--- src/hdl/wphg_pkg.sv ---
// Shared types, constants and lookup tables of the waypoint heading guidance block.
`timescale 1ns / 1ps

package wphg_pkg;

	// Datapath widths
	localparam int CORDIC_W = 37;	// vector components incl. CORDIC growth
	localparam int MAC_W    = 34;	// products and their sums
	localparam int CFG_W    = 32;	// widest configuration register
	localparam int ANG_W    = 16;	// binary angle, 32768 = pi

	// Configuration register indexes
	typedef enum logic [2:0] {
		REG_SPAWN_OFFSET   = 3'd0,
		REG_CLOSE_DISTANCE = 3'd1,
		REG_ROUTE_LENGTH   = 3'd2,
		REG_WAYPOINT_0     = 3'd3,
		REG_WAYPOINT_1     = 3'd4,
		REG_WAYPOINT_2     = 3'd5,
		REG_WAYPOINT_3     = 3'd6,
		REG_WAYPOINT_4     = 3'd7
	} cfg_reg_t;

	// Direction codes
	typedef enum logic [1:0] {
		DIR_FORWARD  = 2'd0,
		DIR_BACKWARD = 2'd1,
		DIR_LEFT     = 2'd2,
		DIR_RIGHT    = 2'd3
	} dir_t;

	// Angles
	localparam logic signed [ANG_W-1:0] ANG_QUARTER    = 16'sd16384;
	localparam logic signed [ANG_W-1:0] ANG_NEG_QUARTER = -16'sd16384;
	localparam logic signed [ANG_W-1:0] ANG_EIGHTH     = 16'sd8192;
	localparam logic signed [ANG_W-1:0] ANG_3EIGHTHS   = 16'sd24576;

	// 1.0 at Q28 for the yaw denominator
	localparam logic signed [CORDIC_W-1:0] YAW_ONE = CORDIC_W'(2**28);

	// round(atan(2^-i) * 32768 / pi)
	localparam logic [ANG_W-1:0] ATAN_LUT [16] = '{
		16'd8192, 16'd4836, 16'd2555, 16'd1297, 16'd651, 16'd326, 16'd163, 16'd81,
		16'd41, 16'd20, 16'd10, 16'd5, 16'd3, 16'd1, 16'd1, 16'd0
	};

	// Reset values of the configuration registers
	localparam logic [CFG_W-1:0] SPAWN_RESET = 32'hF000_F980;
	localparam logic [15:0]      CLOSE_RESET = 16'd512;
	localparam logic [2:0]       ROUTE_RESET = 3'd5;
	localparam logic [CFG_W-1:0] WP_RESET [5] = '{
		32'hF000_F980, 32'h0D00_F933, 32'h0D00_014D, 32'h1700_014D, 32'h1700_0500
	};

	// CORDIC request and response
	typedef struct packed {
		logic                        start;
		logic signed [CORDIC_W-1:0]  x;
		logic signed [CORDIC_W-1:0]  y;
	} cordic_req_t;

	typedef struct packed {
		logic             done;
		logic [ANG_W-1:0] angle;
	} cordic_rsp_t;

endpackage

--- src/hdl/wphg_cordic.sv ---
// Iterative CORDIC vectoring unit: atan2(y, x) into a 16-bit binary angle.
`timescale 1ns / 1ps

module wphg_cordic #(
	parameter int CORDIC_STEPS = 14
) (
	input  logic                  clk,
	input  logic                  arst_n,
	input  wphg_pkg::cordic_req_t req,
	output wphg_pkg::cordic_rsp_t rsp
);

	localparam int W     = wphg_pkg::CORDIC_W;
	localparam int CNT_W = (CORDIC_STEPS > 1) ? $clog2(CORDIC_STEPS) : 1;
	localparam logic [CNT_W-1:0] LAST = CNT_W'(CORDIC_STEPS - 1);

	logic signed [W-1:0] x_q, y_q;
	logic [wphg_pkg::ANG_W-1:0] z_q;
	logic [CNT_W-1:0] cnt_q;
	logic run_q, done_q, zero_q;

	logic signed [W-1:0] x_ld, y_ld, xs, ys;
	logic [wphg_pkg::ANG_W-1:0] z_ld, step_ang;

	// quadrant fold: left half-plane is turned by +/-90 degrees first
	always_comb begin
		x_ld = req.x;
		y_ld = req.y;
		z_ld = '0;
		if (req.x < 0) begin
			if (req.y >= 0) begin
				x_ld = req.y;
				y_ld = -req.x;
				z_ld = wphg_pkg::ANG_QUARTER;
			end else begin
				x_ld = -req.y;
				y_ld = req.x;
				z_ld = wphg_pkg::ANG_NEG_QUARTER;
			end
		end
	end

	// one micro-rotation per cycle
	assign xs       = x_q >>> cnt_q;
	assign ys       = y_q >>> cnt_q;
	assign step_ang = wphg_pkg::ATAN_LUT[4'(cnt_q)];

	// sequencer
	always_ff @(posedge clk or negedge arst_n) begin
		if (!arst_n) begin
			run_q  <= 1'b0;
			done_q <= 1'b0;
			cnt_q  <= '0;
		end else begin
			done_q <= 1'b0;
			if (req.start) begin
				run_q <= 1'b1;
				cnt_q <= '0;
			end else if (run_q) begin
				if (cnt_q == LAST) begin
					run_q  <= 1'b0;
					done_q <= 1'b1;
				end else begin
					cnt_q <= cnt_q + 1'b1;
				end
			end
		end
	end

	// vector and angle accumulator
	always_ff @(posedge clk) begin
		if (req.start) begin
			x_q    <= x_ld;
			y_q    <= y_ld;
			z_q    <= z_ld;
			zero_q <= (req.x == '0) && (req.y == '0);
		end else if (run_q) begin
			if (!y_q[W-1]) begin
				x_q <= x_q + ys;
				y_q <= y_q - xs;
				z_q <= z_q + step_ang;
			end else begin
				x_q <= x_q - ys;
				y_q <= y_q + xs;
				z_q <= z_q - step_ang;
			end
		end
	end

	assign rsp.done  = done_q;
	assign rsp.angle = zero_q ? '0 : z_q;

	// start only lands on an idle unit
	a_start_idle: assert property (@(posedge clk) disable iff (!arst_n)
		req.start |-> !run_q)
		else $error("cordic started while running");

	// done follows the last iteration
	a_done_after_run: assert property (@(posedge clk) disable iff (!arst_n)
		rsp.done |-> $past(run_q))
		else $error("cordic done without a run");

	a_cnt_range: assert property (@(posedge clk) disable iff (!arst_n)
		run_q |-> (cnt_q <= LAST))
		else $error("cordic step counter out of range");

endmodule

--- src/hdl/waypoint_heading_guidance_unit.sv ---
// Top level of the waypoint heading guidance block.
`timescale 1ns / 1ps

// Usage:
// Odometry items enter on the s_axis channel (position Q8.8, quaternion Q2.14).
// Each item yields exactly one result item on the m_axis channel: tracked
// waypoint, global position, target bearing, yaw, wrapped heading error,
// direction code, mission-done flag and waypoint index.
// Configuration (spawn offset, close distance, route length, waypoints) is
// written through cfg_we/cfg_addr/cfg_wdata; the user must write it only while the
// block is idle. The block itself does not enforce this.
// Timing: one item at a time. A result is loaded into the output register at
// the end of the item, and the next item can be taken only after that.
// The processing time is set by the single CORDIC unit, one micro-rotation per
// cycle, used for yaw and then for the bearing, plus the multiply steps on the
// shared 17x17 multiplier for the yaw terms and the squared distances.
// The result sits in an output register; if the receiver stalls, the block
// still accepts and processes the next item, then holds it until the register
// frees up.
// Reset clears the tracked index and mission-done flag and loads the default
// route and offset; no result is pending after reset.

module waypoint_heading_guidance_unit #(
	parameter int MAX_WAYPOINTS = 5,
	parameter int CORDIC_STEPS  = 14
) (
	input  logic          clk,
	input  logic          arst_n,
	// odometry in
	input  logic          s_axis_tvalid,
	output logic          s_axis_tready,
	// pos_x[15:0], pos_y[31:16], quat_x[47:32], quat_y[63:48], quat_z[79:64], quat_w[95:80]
	input  logic [95:0]   s_axis_tdata,
	// guidance out
	output logic          m_axis_tvalid,
	input  logic          m_axis_tready,
	// goal_x[15:0], goal_y[31:16], current_x[47:32], current_y[63:48],
	// target_heading[79:64], current_heading[95:80], heading_error[111:96],
	// direction[113:112], mission_done[114], waypoint_index[117:115], zero[119:118]
	output logic [119:0]  m_axis_tdata,
	// configuration
	input  logic          cfg_we,
	input  logic [2:0]    cfg_addr,
	input  logic [31:0]   cfg_wdata
);

	localparam int W      = wphg_pkg::CORDIC_W;
	localparam int MW     = wphg_pkg::MAC_W;
	localparam int WP_IDX_W = (MAX_WAYPOINTS > 1) ? $clog2(MAX_WAYPOINTS) : 1;

	typedef enum logic [5:0] {
		ST_IDLE   = 6'b000001,
		ST_MAC    = 6'b000010,
		ST_DECIDE = 6'b000100,
		ST_YAW    = 6'b001000,
		ST_BEAR   = 6'b010000,
		ST_FINISH = 6'b100000
	} state_t;

	typedef enum logic [2:0] {
		MS_NUM_A = 3'd0,	// qw*qz
		MS_NUM_B = 3'd1,	// + qx*qy
		MS_SQ_A  = 3'd2,	// qy*qy
		MS_SQ_B  = 3'd3,	// + qz*qz
		MS_DX    = 3'd4,	// dx*dx
		MS_DY    = 3'd5,	// + dy*dy
		MS_RAD   = 3'd6		// close_distance^2
	} mac_step_t;

	state_t    state_q;
	mac_step_t mac_step_q;

	// configuration registers
	logic [31:0] spawn_q;
	logic [15:0] close_q;
	logic [2:0]  route_q;
	logic [31:0] wp_q [MAX_WAYPOINTS];

	// tracking state
	logic [2:0] tracked_idx_q;
	logic       done_flag_q;

	// per-item working registers
	logic signed [15:0] qx_q, qy_q, qz_q, qw_q, cx_q, cy_q;
	logic signed [MW-1:0] num_q, sq_q, d2_q, r2_q;
	logic [15:0] yaw_q, bear_q;

	// output register
	logic         m_valid_q;
	logic [119:0] m_data_q;

	// saturating 16-bit add
	function automatic logic signed [15:0] sat_add(input logic signed [15:0] a,
		input logic signed [15:0] b);
		logic signed [16:0] s;
		s = 17'(a) + 17'(b);
		if (s[16] != s[15])
			return s[16] ? 16'sh8000 : 16'sh7FFF;
		return s[15:0];
	endfunction

	// ---- input unpack ----
	logic signed [15:0] in_px, in_py;
	assign in_px = s_axis_tdata[15:0];
	assign in_py = s_axis_tdata[31:16];

	assign s_axis_tready = (state_q == ST_IDLE);

	// ---- waypoint read and offsets to the target ----
	logic [31:0] wp_rd;
	logic signed [15:0] tx, ty;
	logic signed [16:0] dx, dy;
	assign wp_rd = wp_q[tracked_idx_q[WP_IDX_W-1:0]];
	assign tx    = wp_rd[31:16];
	assign ty    = wp_rd[15:0];
	assign dx    = 17'(tx) - 17'(cx_q);
	assign dy    = 17'(ty) - 17'(cy_q);

	// ---- shared multiplier ----
	logic signed [16:0] mul_a, mul_b;
	logic signed [MW-1:0] prod;

	always_comb begin
		unique case (mac_step_q)
			MS_NUM_A: begin mul_a = 17'(qw_q); mul_b = 17'(qz_q); end
			MS_NUM_B: begin mul_a = 17'(qx_q); mul_b = 17'(qy_q); end
			MS_SQ_A:  begin mul_a = 17'(qy_q); mul_b = 17'(qy_q); end
			MS_SQ_B:  begin mul_a = 17'(qz_q); mul_b = 17'(qz_q); end
			MS_DX:    begin mul_a = dx; mul_b = dx; end
			MS_DY:    begin mul_a = dy; mul_b = dy; end
			MS_RAD:   begin mul_a = {1'b0, close_q}; mul_b = {1'b0, close_q}; end
			default:  begin mul_a = '0; mul_b = '0; end
		endcase
	end

	assign prod = mul_a * mul_b;

	// ---- arrival decision ----
	logic [2:0] len_eff;
	logic       arrive, last_wp;

	always_comb begin
		if (route_q == 3'd0)
			len_eff = 3'd1;
		else if (route_q > 3'(MAX_WAYPOINTS))
			len_eff = 3'(MAX_WAYPOINTS);
		else
			len_eff = route_q;
	end

	assign arrive  = !done_flag_q && (d2_q < r2_q);
	assign last_wp = ({1'b0, tracked_idx_q} + 4'd1) >= {1'b0, len_eff};

	// ---- CORDIC unit, yaw then bearing ----
	wphg_pkg::cordic_req_t cordic_req;
	wphg_pkg::cordic_rsp_t cordic_rsp;

	always_comb begin
		cordic_req.start = (state_q == ST_DECIDE) ||
			((state_q == ST_YAW) && cordic_rsp.done);
		if (state_q == ST_DECIDE) begin
			cordic_req.y = W'(num_q) <<< 1;
			cordic_req.x = wphg_pkg::YAW_ONE - (W'(sq_q) <<< 1);
		end else begin
			cordic_req.y = W'(dy) <<< 16;
			cordic_req.x = W'(dx) <<< 16;
		end
	end

	wphg_cordic #(
		.CORDIC_STEPS (CORDIC_STEPS)
	) u_cordic (
		.clk    (clk),
		.arst_n (arst_n),
		.req    (cordic_req),
		.rsp    (cordic_rsp)
	);

	// ---- heading error and direction ----
	logic signed [15:0] err;
	logic [1:0] dir;
	assign err = bear_q - yaw_q;

	always_comb begin
		priority if ((err > -wphg_pkg::ANG_EIGHTH) && (err < wphg_pkg::ANG_EIGHTH))
			dir = wphg_pkg::DIR_FORWARD;
		else if ((err >= -wphg_pkg::ANG_3EIGHTHS) && (err <= -wphg_pkg::ANG_EIGHTH))
			dir = wphg_pkg::DIR_RIGHT;
		else if ((err >= wphg_pkg::ANG_EIGHTH) && (err <= wphg_pkg::ANG_3EIGHTHS))
			dir = wphg_pkg::DIR_LEFT;
		else
			dir = wphg_pkg::DIR_BACKWARD;
	end

	logic out_free;
	assign out_free = !m_valid_q || m_axis_tready;

	// ---- configuration registers ----
	always_ff @(posedge clk or negedge arst_n) begin
		if (!arst_n) begin
			spawn_q <= wphg_pkg::SPAWN_RESET;
			close_q <= wphg_pkg::CLOSE_RESET;
			route_q <= wphg_pkg::ROUTE_RESET;
			for (int i = 0; i < MAX_WAYPOINTS; i++)
				wp_q[i] <= wphg_pkg::WP_RESET[i];
		end else if (cfg_we) begin
			if (cfg_addr == wphg_pkg::REG_SPAWN_OFFSET)
				spawn_q <= cfg_wdata;
			if (cfg_addr == wphg_pkg::REG_CLOSE_DISTANCE)
				close_q <= cfg_wdata[15:0];
			if (cfg_addr == wphg_pkg::REG_ROUTE_LENGTH)
				route_q <= cfg_wdata[2:0];
			for (int i = 0; i < MAX_WAYPOINTS; i++)
				if (cfg_addr == 3'(int'(wphg_pkg::REG_WAYPOINT_0) + i))
					wp_q[i] <= cfg_wdata;
		end
	end

	// ---- sequencer and tracking state ----
	always_ff @(posedge clk or negedge arst_n) begin
		if (!arst_n) begin
			state_q       <= ST_IDLE;
			mac_step_q    <= MS_NUM_A;
			tracked_idx_q <= '0;
			done_flag_q   <= 1'b0;
			m_valid_q     <= 1'b0;
		end else begin
			// result register: loaded at the end of an item, cleared once taken
			if ((state_q == ST_FINISH) && out_free)
				m_valid_q <= 1'b1;
			else if (m_axis_tready)
				m_valid_q <= 1'b0;
			unique case (state_q)
				ST_IDLE: begin
					if (s_axis_tvalid) begin
						state_q    <= ST_MAC;
						mac_step_q <= MS_NUM_A;
					end
				end
				ST_MAC: begin
					if (mac_step_q == MS_RAD)
						state_q <= ST_DECIDE;
					else
						mac_step_q <= mac_step_t'(mac_step_q + 3'd1);
				end
				ST_DECIDE: begin
					if (arrive) begin
						if (last_wp)
							done_flag_q <= 1'b1;
						else
							tracked_idx_q <= tracked_idx_q + 3'd1;
					end
					state_q <= ST_YAW;
				end
				ST_YAW: begin
					if (cordic_rsp.done)
						state_q <= ST_BEAR;
				end
				ST_BEAR: begin
					if (cordic_rsp.done)
						state_q <= ST_FINISH;
				end
				ST_FINISH: begin
					if (out_free)
						state_q <= ST_IDLE;
				end
				default: state_q <= ST_IDLE;
			endcase
		end
	end

	// ---- datapath registers ----
	always_ff @(posedge clk) begin
		// capture item, apply spawn offset
		if (s_axis_tvalid && s_axis_tready) begin
			cx_q <= sat_add(in_px, spawn_q[31:16]);
			cy_q <= sat_add(in_py, spawn_q[15:0]);
			qx_q <= s_axis_tdata[47:32];
			qy_q <= s_axis_tdata[63:48];
			qz_q <= s_axis_tdata[79:64];
			qw_q <= s_axis_tdata[95:80];
		end
		// multiply-accumulate steps
		if (state_q == ST_MAC) begin
			unique case (mac_step_q)
				MS_NUM_A: num_q <= prod;
				MS_NUM_B: num_q <= num_q + prod;
				MS_SQ_A:  sq_q  <= prod;
				MS_SQ_B:  sq_q  <= sq_q + prod;
				MS_DX:    d2_q  <= prod;
				MS_DY:    d2_q  <= d2_q + prod;
				MS_RAD:   r2_q  <= prod;
				default: ;
			endcase
		end
		// angle results
		if ((state_q == ST_YAW) && cordic_rsp.done)
			yaw_q <= cordic_rsp.angle;
		if ((state_q == ST_BEAR) && cordic_rsp.done)
			bear_q <= cordic_rsp.angle;
		// result item
		if ((state_q == ST_FINISH) && out_free)
			m_data_q <= {2'b00, tracked_idx_q, done_flag_q, dir, err, yaw_q, bear_q,
				cy_q, cx_q, ty, tx};
	end

	assign m_axis_tvalid = m_valid_q;
	assign m_axis_tdata  = m_data_q;

	// tracked waypoint always within the stored waypoints
	a_idx_range: assert property (@(posedge clk) disable iff (!arst_n)
		tracked_idx_q < 3'(MAX_WAYPOINTS))
		else $error("tracked waypoint index out of range");

	// mission done latches
	a_done_sticky: assert property (@(posedge clk) disable iff (!arst_n)
		!$fell(done_flag_q))
		else $error("mission done flag cleared");

	// an accepted item starts the multiply phase
	a_accept_to_mac: assert property (@(posedge clk) disable iff (!arst_n)
		(s_axis_tvalid && s_axis_tready) |=> (state_q == ST_MAC))
		else $error("accepted item did not start processing");

	// a result only appears at the end of an item
	a_result_from_finish: assert property (@(posedge clk) disable iff (!arst_n)
		$rose(m_valid_q) |-> $past(state_q == ST_FINISH))
		else $error("result raised outside the finish step");

endmodule
--- config.mk ---
export PLATFORM = sky130hd
export DESIGN_NAME = waypoint_heading_guidance_unit
export DESIGN_NICKNAME = d
export VERILOG_FILES = /design/src/hdl/wphg_pkg.sv /design/src/hdl/wphg_cordic.sv /design/src/hdl/waypoint_heading_guidance_unit.sv
export SDC_FILE = /design/constraint.sdc
export NUM_CORES = 2
export LEC_CHECK = 0
export BUFFER_PORTS_ARGS = -buffer_cell sky130_fd_sc_hd__buf_4
export CAP_MARGIN = 20
export CORE_AREA = 2 2 290 508
export CTS_CLUSTER_SIZE = 12
export DETAILED_ROUTE_END_ITERATION = 7
export DIE_AREA = 0 0 292 510
export PLACE_DENSITY_LB_ADDON = 0.12
export SLEW_MARGIN = 20
export SYNTH_ARGS = -nofsm -noshare
export SYNTH_HDL_FRONTEND = slang
export SYNTH_SLANG_ARGS = --single-unit
--- constraint.sdc ---
create_clock -name clk -period 32.8 [get_ports clk]
set_clock_uncertainty 0.05 [all_clocks]
set_input_delay 4.92 -clock clk [delete_from_list [all_inputs] [get_ports clk]]
set_output_delay 4.92 -clock clk [all_outputs]
set_load 0.02 [all_outputs]
; Word level (Yosys, flattened, before mapping)
; Memories as Yosys holds them, arrays and structs flattened.
; Index checks and enable logic that the tools add are counted.
; W data, S select, Z words.
[word_totals]
reg_bits = 704
mem_bits_ro = 256
input_bits = 136
elab_cells = 208
memories = 1
[mem_list]
columns = name, words, word_bits, read_ports, rd_ports_with_merged_regs, write_ports, line
row1 = (name not given), 16, 16, 1, 0, 0, wphg_cordic.sv:46  ; assign step_ang = wphg_pkg::ATAN_LUT[4'(cnt_q)];
[op_classes]
add_sub_neg = 21
mul = 1
magnitude_cmp = 13
n_eq_ne = 29
n_shift = 2
mux = 61
bitwise = 3
n_reduce_logical = 43
[ops]
columns = cell, n
row1 = $mux W37, 10
row2 = $mux W16, 14
row3 = $pmux W34 S2, 3
row4 = $pmux W17 S7, 1
row5 = $add A34 B34 Y34, 3
row6 = $bmux W32 S3, 1
row7 = $pmux W17 S5, 1
row8 = $add A37 B37 Y37, 2
row9 = $logic_not A37 Y1, 2
row10 = $mux W74, 1
row11 = $neg A37 Y37, 2
row12 = $sshr A37 B4 Y37, 2
row13 = $sub A37 B37 Y37, 2
row14 = $mux W32, 2
row15 = $ge A37 B1 Y1 const B, 1
row16 = $lt A37 B1 Y1 const B, 1
row17 = $pmux W6 S6, 1
row18 = $sub A30 B35 Y36 const A, 1
row19 = $add A16 B16 Y17, 2
row20 = $lt A34 B34 Y1, 1
row21 = $mul A17 B17 Y34, 1
row22 = $sub A16 B16 Y17, 2
row23 = $sub A16 B16 Y16, 2
row24 = $mux W6, 5
row25 = other kinds (44), 110

; Depth between registers and ports, before layout
[depth]
ltp_word = 10
depth_mapped = 52
ltp_nobuf = 49

; By module
; A second synthesis with hierarchy kept.
[unflattened]
hier_cells = 6276
area_unflattened_um2 = 61744.2
[modules_own_cells]
columns = module, n_inst, cells_per_inst, area_per_inst_um2
row1 = waypoint_heading_guidance_unit, 1, 4175, 44918.1
row2 = wphg_cordic, 1, 2101, 16826.1

; Least setup slack after synthesis
; Ideal clock, no wire load.
[synth_path]
path_type = register -> register
startpoint = reg tracked_idx_q[0]
endpoint = reg num_q[32] (data pin)
arrival_time_ns = 11.436
path_slack_ns = 21.054
path_stages_with_launch = 48
path_buffers = 2
synth_period_minus_slack_ns = 11.746
path_cell_list = dfrtp_1 > clkbuf_1 > clkbuf_1 > mux4_2 > inv_1 > o21ai_0 > ha_1 > nor2b_1 > o31a_1 > o31a_1 > o221ai_1 > and2_1 > o221ai_1 > a21oi_1 > xnor2_1 > a221o_1 > nand3b_1 > and2_1 > [12 not listed] > and4_1 > nor2_1 > nor2b_1 > o21a_1 > nor2_1 > xnor2_1 > ha_1 > and3_1 > and2_1 > and3_1 > a32o_1 > o31ai_1 > a211o_1 > a21oi_1 > o31a_1 > a31oi_1 > xnor2_1 > mux2_2
[synth_between]
elab_chain_len = 9
elab_cells_between_ends = 11
[synth_lines]
columns = element, line
row1 = from (decl), waypoint_heading_guidance_unit.sv:80  ; logic [2:0] tracked_idx_q;
row2 = from (signal assigned), waypoint_heading_guidance_unit.sv:251  ; tracked_idx_q <= tracked_idx_q + 3'd1;
row3 = $not A3 Y4 (implied by the code) *, waypoint_heading_guidance_unit.sv:113  ; assign wp_rd = wp_q[tracked_idx_q[WP_IDX_W-1:0]];
row4 = $bmux W32 S3 *, waypoint_heading_guidance_unit.sv:113
row5 = $mux W32 (implied by the code) * (2 in series), waypoint_heading_guidance_unit.sv:113
row6 = net wp_rd[17], waypoint_heading_guidance_unit.sv:110  ; logic [31:0] wp_rd;
row7 = $sub A16 B16 Y17 *, waypoint_heading_guidance_unit.sv:116  ; assign dx = 17'(tx) - 17'(cx_q);
row8 = $pmux W17 S7 / $pmux W17 S5 (equally long branches), waypoint_heading_guidance_unit.sv:124  ; unique case (mac_step_q)
row9 = $mul A17 B17 Y34 *, waypoint_heading_guidance_unit.sv:136  ; assign prod = mul_a * mul_b;
row10 = net prod[18], waypoint_heading_guidance_unit.sv:121  ; logic signed [MW-1:0] prod;
row11 = $add A34 B34 Y34 *, waypoint_heading_guidance_unit.sv:287  ; MS_NUM_B: num_q <= num_q + prod;
row12 = $pmux W34 S2 *, waypoint_heading_guidance_unit.sv:285  ; unique case (mac_step_q)
row13 = to (signal assigned), waypoint_heading_guidance_unit.sv:286  ; MS_NUM_A: num_q <= prod;
row14 = to (signal assigned), waypoint_heading_guidance_unit.sv:287
row15 = to (decl), waypoint_heading_guidance_unit.sv:85  ; logic signed [MW-1:0] num_q, sq_q, d2_q, r2_q;
; The timed path passes the listed nets; every way through them passes the cells marked *. The select of a mux whose other input is x is not followed.
; A chain may end at the register's enable or synchronous reset.

; Final worst setup path
[layout_path]
startpoint = reg tracked_idx_q[0]
endpoint = reg d2_q[32] (data pin)
[layout_between]
elab_chain_len = 9
elab_cells_between_ends = 11
[layout_lines]
columns = element, line
row1 = $not A3 Y4 (implied by the code) *, waypoint_heading_guidance_unit.sv:113
row2 = $bmux W32 S3 *, waypoint_heading_guidance_unit.sv:113
row3 = $mux W32 (implied by the code) * (2 in series), waypoint_heading_guidance_unit.sv:113
row4 = net wp_rd[1], waypoint_heading_guidance_unit.sv:110
row5 = $sub A16 B16 Y17 *, waypoint_heading_guidance_unit.sv:117  ; assign dy = 17'(ty) - 17'(cy_q);
row6 = $pmux W17 S7 / $pmux W17 S5 (equally long branches), waypoint_heading_guidance_unit.sv:124
row7 = $mul A17 B17 Y34 *, waypoint_heading_guidance_unit.sv:136
row8 = net prod[23], waypoint_heading_guidance_unit.sv:121
row9 = $add A34 B34 Y34 *, waypoint_heading_guidance_unit.sv:291  ; MS_DY: d2_q <= d2_q + prod;
row10 = $pmux W34 S2 *, waypoint_heading_guidance_unit.sv:285
row11 = to (signal assigned), waypoint_heading_guidance_unit.sv:290  ; MS_DX: d2_q <= prod;
row12 = to (signal assigned), waypoint_heading_guidance_unit.sv:291
row13 = to (decl), waypoint_heading_guidance_unit.sv:85
; Marked as above.

==> metrics.md <==
| Metric | Value |
|---|---|
| CP Capture Point | `d2_q[32]` |
| Crit path kind | `flip-flop to flip-flop` |
| Critical path depth | `41` |
| Post-Route Setup TNS | `0 ps` |
| Slowest-stage cell, CP | `nand3b_1` |
| Clock-pin slew on the worst setup and hold paths | `70 ps` |
| Root buffer cell | `clkbuf_16` |
| Grt total ovfl | `0` |
| First-pass GRT wire length | `304000 um` |
| Nets | `7057` |
| Hpwl dp | `162000 um` |
| Postcts setup bufs | `0` |
| Resized cells post-CTS | `0` |
| Area after DPL | `64610 um^2` |
| Chip width | `292 um` |
| Core Rows | `185` |
| Mapped Cells | `6032` |
| Drt initial violations | `2739` |
| Commonest non-fill, non-tap cell in the layout | `nand2_1` |
| Total CTS buffers | `77` |
| Detail Route Antenna Nets | `0` |
| Vias in the first global route | `49275` |
| FF+latch count, synth | `704` |
| Max incr delay on CP | `800 ps` |
| Worst Path Required | `33190 ps` |
| Setup crit start kind | `flip-flop` |
| Cts hold-fix bufs | `0` |
| IO Port Bufs | `255` |
| Kind of end point of the critical path | `flip-flop` |
| Clk Latency, worst-skew pair | `710 ps` |
| Fin. max-slew vios | `0` |
| IO Count | `258` |
| Arr. time, crit path | `14190 ps` |
| Initial core utilization | `41.81%` |
| Synthesized area per cell | `10.03 um^2` |
| Layout cell share with drive strength beyond 1 | `15.86%` |
| Reg2Reg Depth | `41` |
| Core footprint | `144700 um^2` |
| Placer Congestion | `0.9675` |
| Cell Area, Synth | `60490 um^2` |
| Asr flop ratio synth | `32.81%` |
| Routed vias/inst | `5.813` |
| Routed wire per std cell | `24.91 um` |
| GRT Total Usage | `27.13%` |
| Drt first pass iters | `5` |
| EDFF count, synth | `473` |
| DRC errors left | `0` |
| Vias | `47322` |
| Clock sinks | `704` |
| H-tree depth | `3` |
| Synth unique cells | `93` |
| CP dominant cell by count | `fa_1` |
| Total of max-cap violations | `0` |
| CP delay by family, top | `adder cells` |
| Final setup fails | `0` |
| CTS max path bufs | `3` |
| Buf+Inv Stages, Crit Path | `6` |
| Initial antenna violation count | `2` |
| Final Critical Period | `13800 ps` |
| Hold depth | `0` |
| Die area | `148900 um^2` |
| Status | `finished clean` |
| Reg2reg start | `tracked_idx_q[0]` |
| Critical Path Fanout Max | `25` |
| Worst Tran Pin Value | `1183 ps` |
| Final hold slack | `387.3 ps` |
| Hold Vio Cnt, Final | `0` |
| RSZ-0062 raised after global routing | `no` |
| Largest net degree at the start of global routing | `86` |
| FMAX | `72.47 MHz` |
| Hold Path Class | `flip-flop to flip-flop` |
| Post-synthesis sequential area ratio | `33.17%` |
| Number of warnings issued by yosys | `0` |
| Rel. slew slack | `20.99%` |
| Register-to-Register Setup Slack | `19000 ps` |
| Total routed wirelength | `202800 um` |
| Layout Area Growth over Synthesis | `10.99%` |
| Post-route cell area | `67140 um^2` |
| R2R Path End | `d2_q[32]` |
| Tcrit/Tclk final | `42.07%` |
| FILL cells | `13673` |
| Most frequent cells in the layout | `nand2_1 (560), inv_1 (549), edfxtp_1 (473)` |
| Die height | `510 um` |
| Crit path from | `tracked_idx_q[0]` |
| CTS tree | `built` |
| Synth Flop Type | `edfxtp_1` |
## registers in the layout (all words and copies together), names as in the netlist, 4 cells and up
name	flops
d2_q	34
close_q	16
spawn_q	32
r2_q	34
yaw_q	16
num_q	34
u_cordic.y_q	37
cx_q	16
wp_q	160
m_axis_tdata	118
qz_q	16
bear_q	16
state_q	6
cy_q	16
u_cordic.z_q	16
qx_q	16
qy_q	16
sq_q	34
u_cordic.cnt_q	4
u_cordic.x_q	37
qw_q	16
## cells by family after synthesis
logic type	share of synthesized area (%)
and+or+nand+nor	12.04
AOI/OAI and AO/OA	14.29
buffers and inverters	5.123
adders and majority gates	18.57
DFF	33.17
muxes	10.75
xor gates and xnor gates	6.052
other	0.006199
## metrics by stage
stage / util (%) / instances / setup slack (ps)
detailed placement: 44.66 / 7998 / 19160
CTS: 46.39 / 8138 / 19090
floorplan: - / 6033 / 21050
global placement: 44.66 / 7998 / 19310
finish: 46.41 / 8141 / 19000
global route: 46.41 / 8141 / 18160
## how the worst min path moves through the flow
| stage | end | slack [ps] | startpoint |
|---|---|---|---|
| final | m_axis_tdata[83] | 390 | yaw_q[3] |
| after global routing | m_axis_tdata[44] | 400 | cx_q[12] |
| after CTS | m_axis_tdata[83] | 390 | yaw_q[3] |
| after detailed placement | m_axis_tdata[83] | 390 | yaw_q[3] |
| after global placement | m_axis_tdata[94] | 380 | yaw_q[14] |
| after floorplan | m_axis_tdata[117] | 370 | tracked_idx_q[2] |
## final cells by class
| type | instances | area [um^2] | share of cell area [%] |
|---|---|---|---|
| multi-input combinational | 4525 | 37520 | 55.89 |
| sequential | 704 | 20070 | 29.90 |
| timing repair buffer | 347 | 2620 | 3.902 |
| tap | 1870 | 2340 | 3.485 |
| clock buffer | 115 | 2152 | 3.205 |
| inverter | 553 | 2076 | 3.092 |
| clock inverter | 25 | 349.1 | 0.5199 |
| antenna | 2 | 5.005 | 0.007454 |
## worst register-to-register path: cells and delay by family, from the launching register on
| family | cells | cell delay (ps) |
|---|---|---|
| compound gates | 14 | 3720 |
| xor+xnor | 3 | 1160 |
| fa+ha+maj | 9 | 4290 |
| buf+inv | 6 | 800 |
| flops | 1 | 680 |
| mux | 2 | 830 |
| simple gates | 7 | 2010 |
## Yosys cell counts, types with 170 or more instances
master / instances / area, um^2
clkbuf_1: 186 / 698.2
edfxtp_1: 473 / 14200
xnor2_1: 248 / 2172
inv_1: 550 / 2064
mux2_2: 273 / 3074
xor2_1: 170 / 1489
nand2_1: 563 / 2113
o21ai_0: 323 / 1617
nor2_1: 449 / 1685
fa_1: 308 / 6166
a21oi_1: 375 / 1877
ha_1: 405 / 5067
## metal layers
layer | part of all wire, % | vias up | wire length (um) | GRT usage [%]
met4 | 7.5 | 0 | 15220 | 17.93
met5 | 0 | - | 0 | 0
met3 | 3.9 | 533 | 7994 | 2.975
li1 | - | 21871 | - | -
met1 | 35 | 23583 | 71450 | 28.06
met2 | 53 | 1335 | 108100 | 51.46
Power is left out: the tool's default activity adds up to more than one toggle a clock period on the data nets, which glitch-free logic cannot reach.
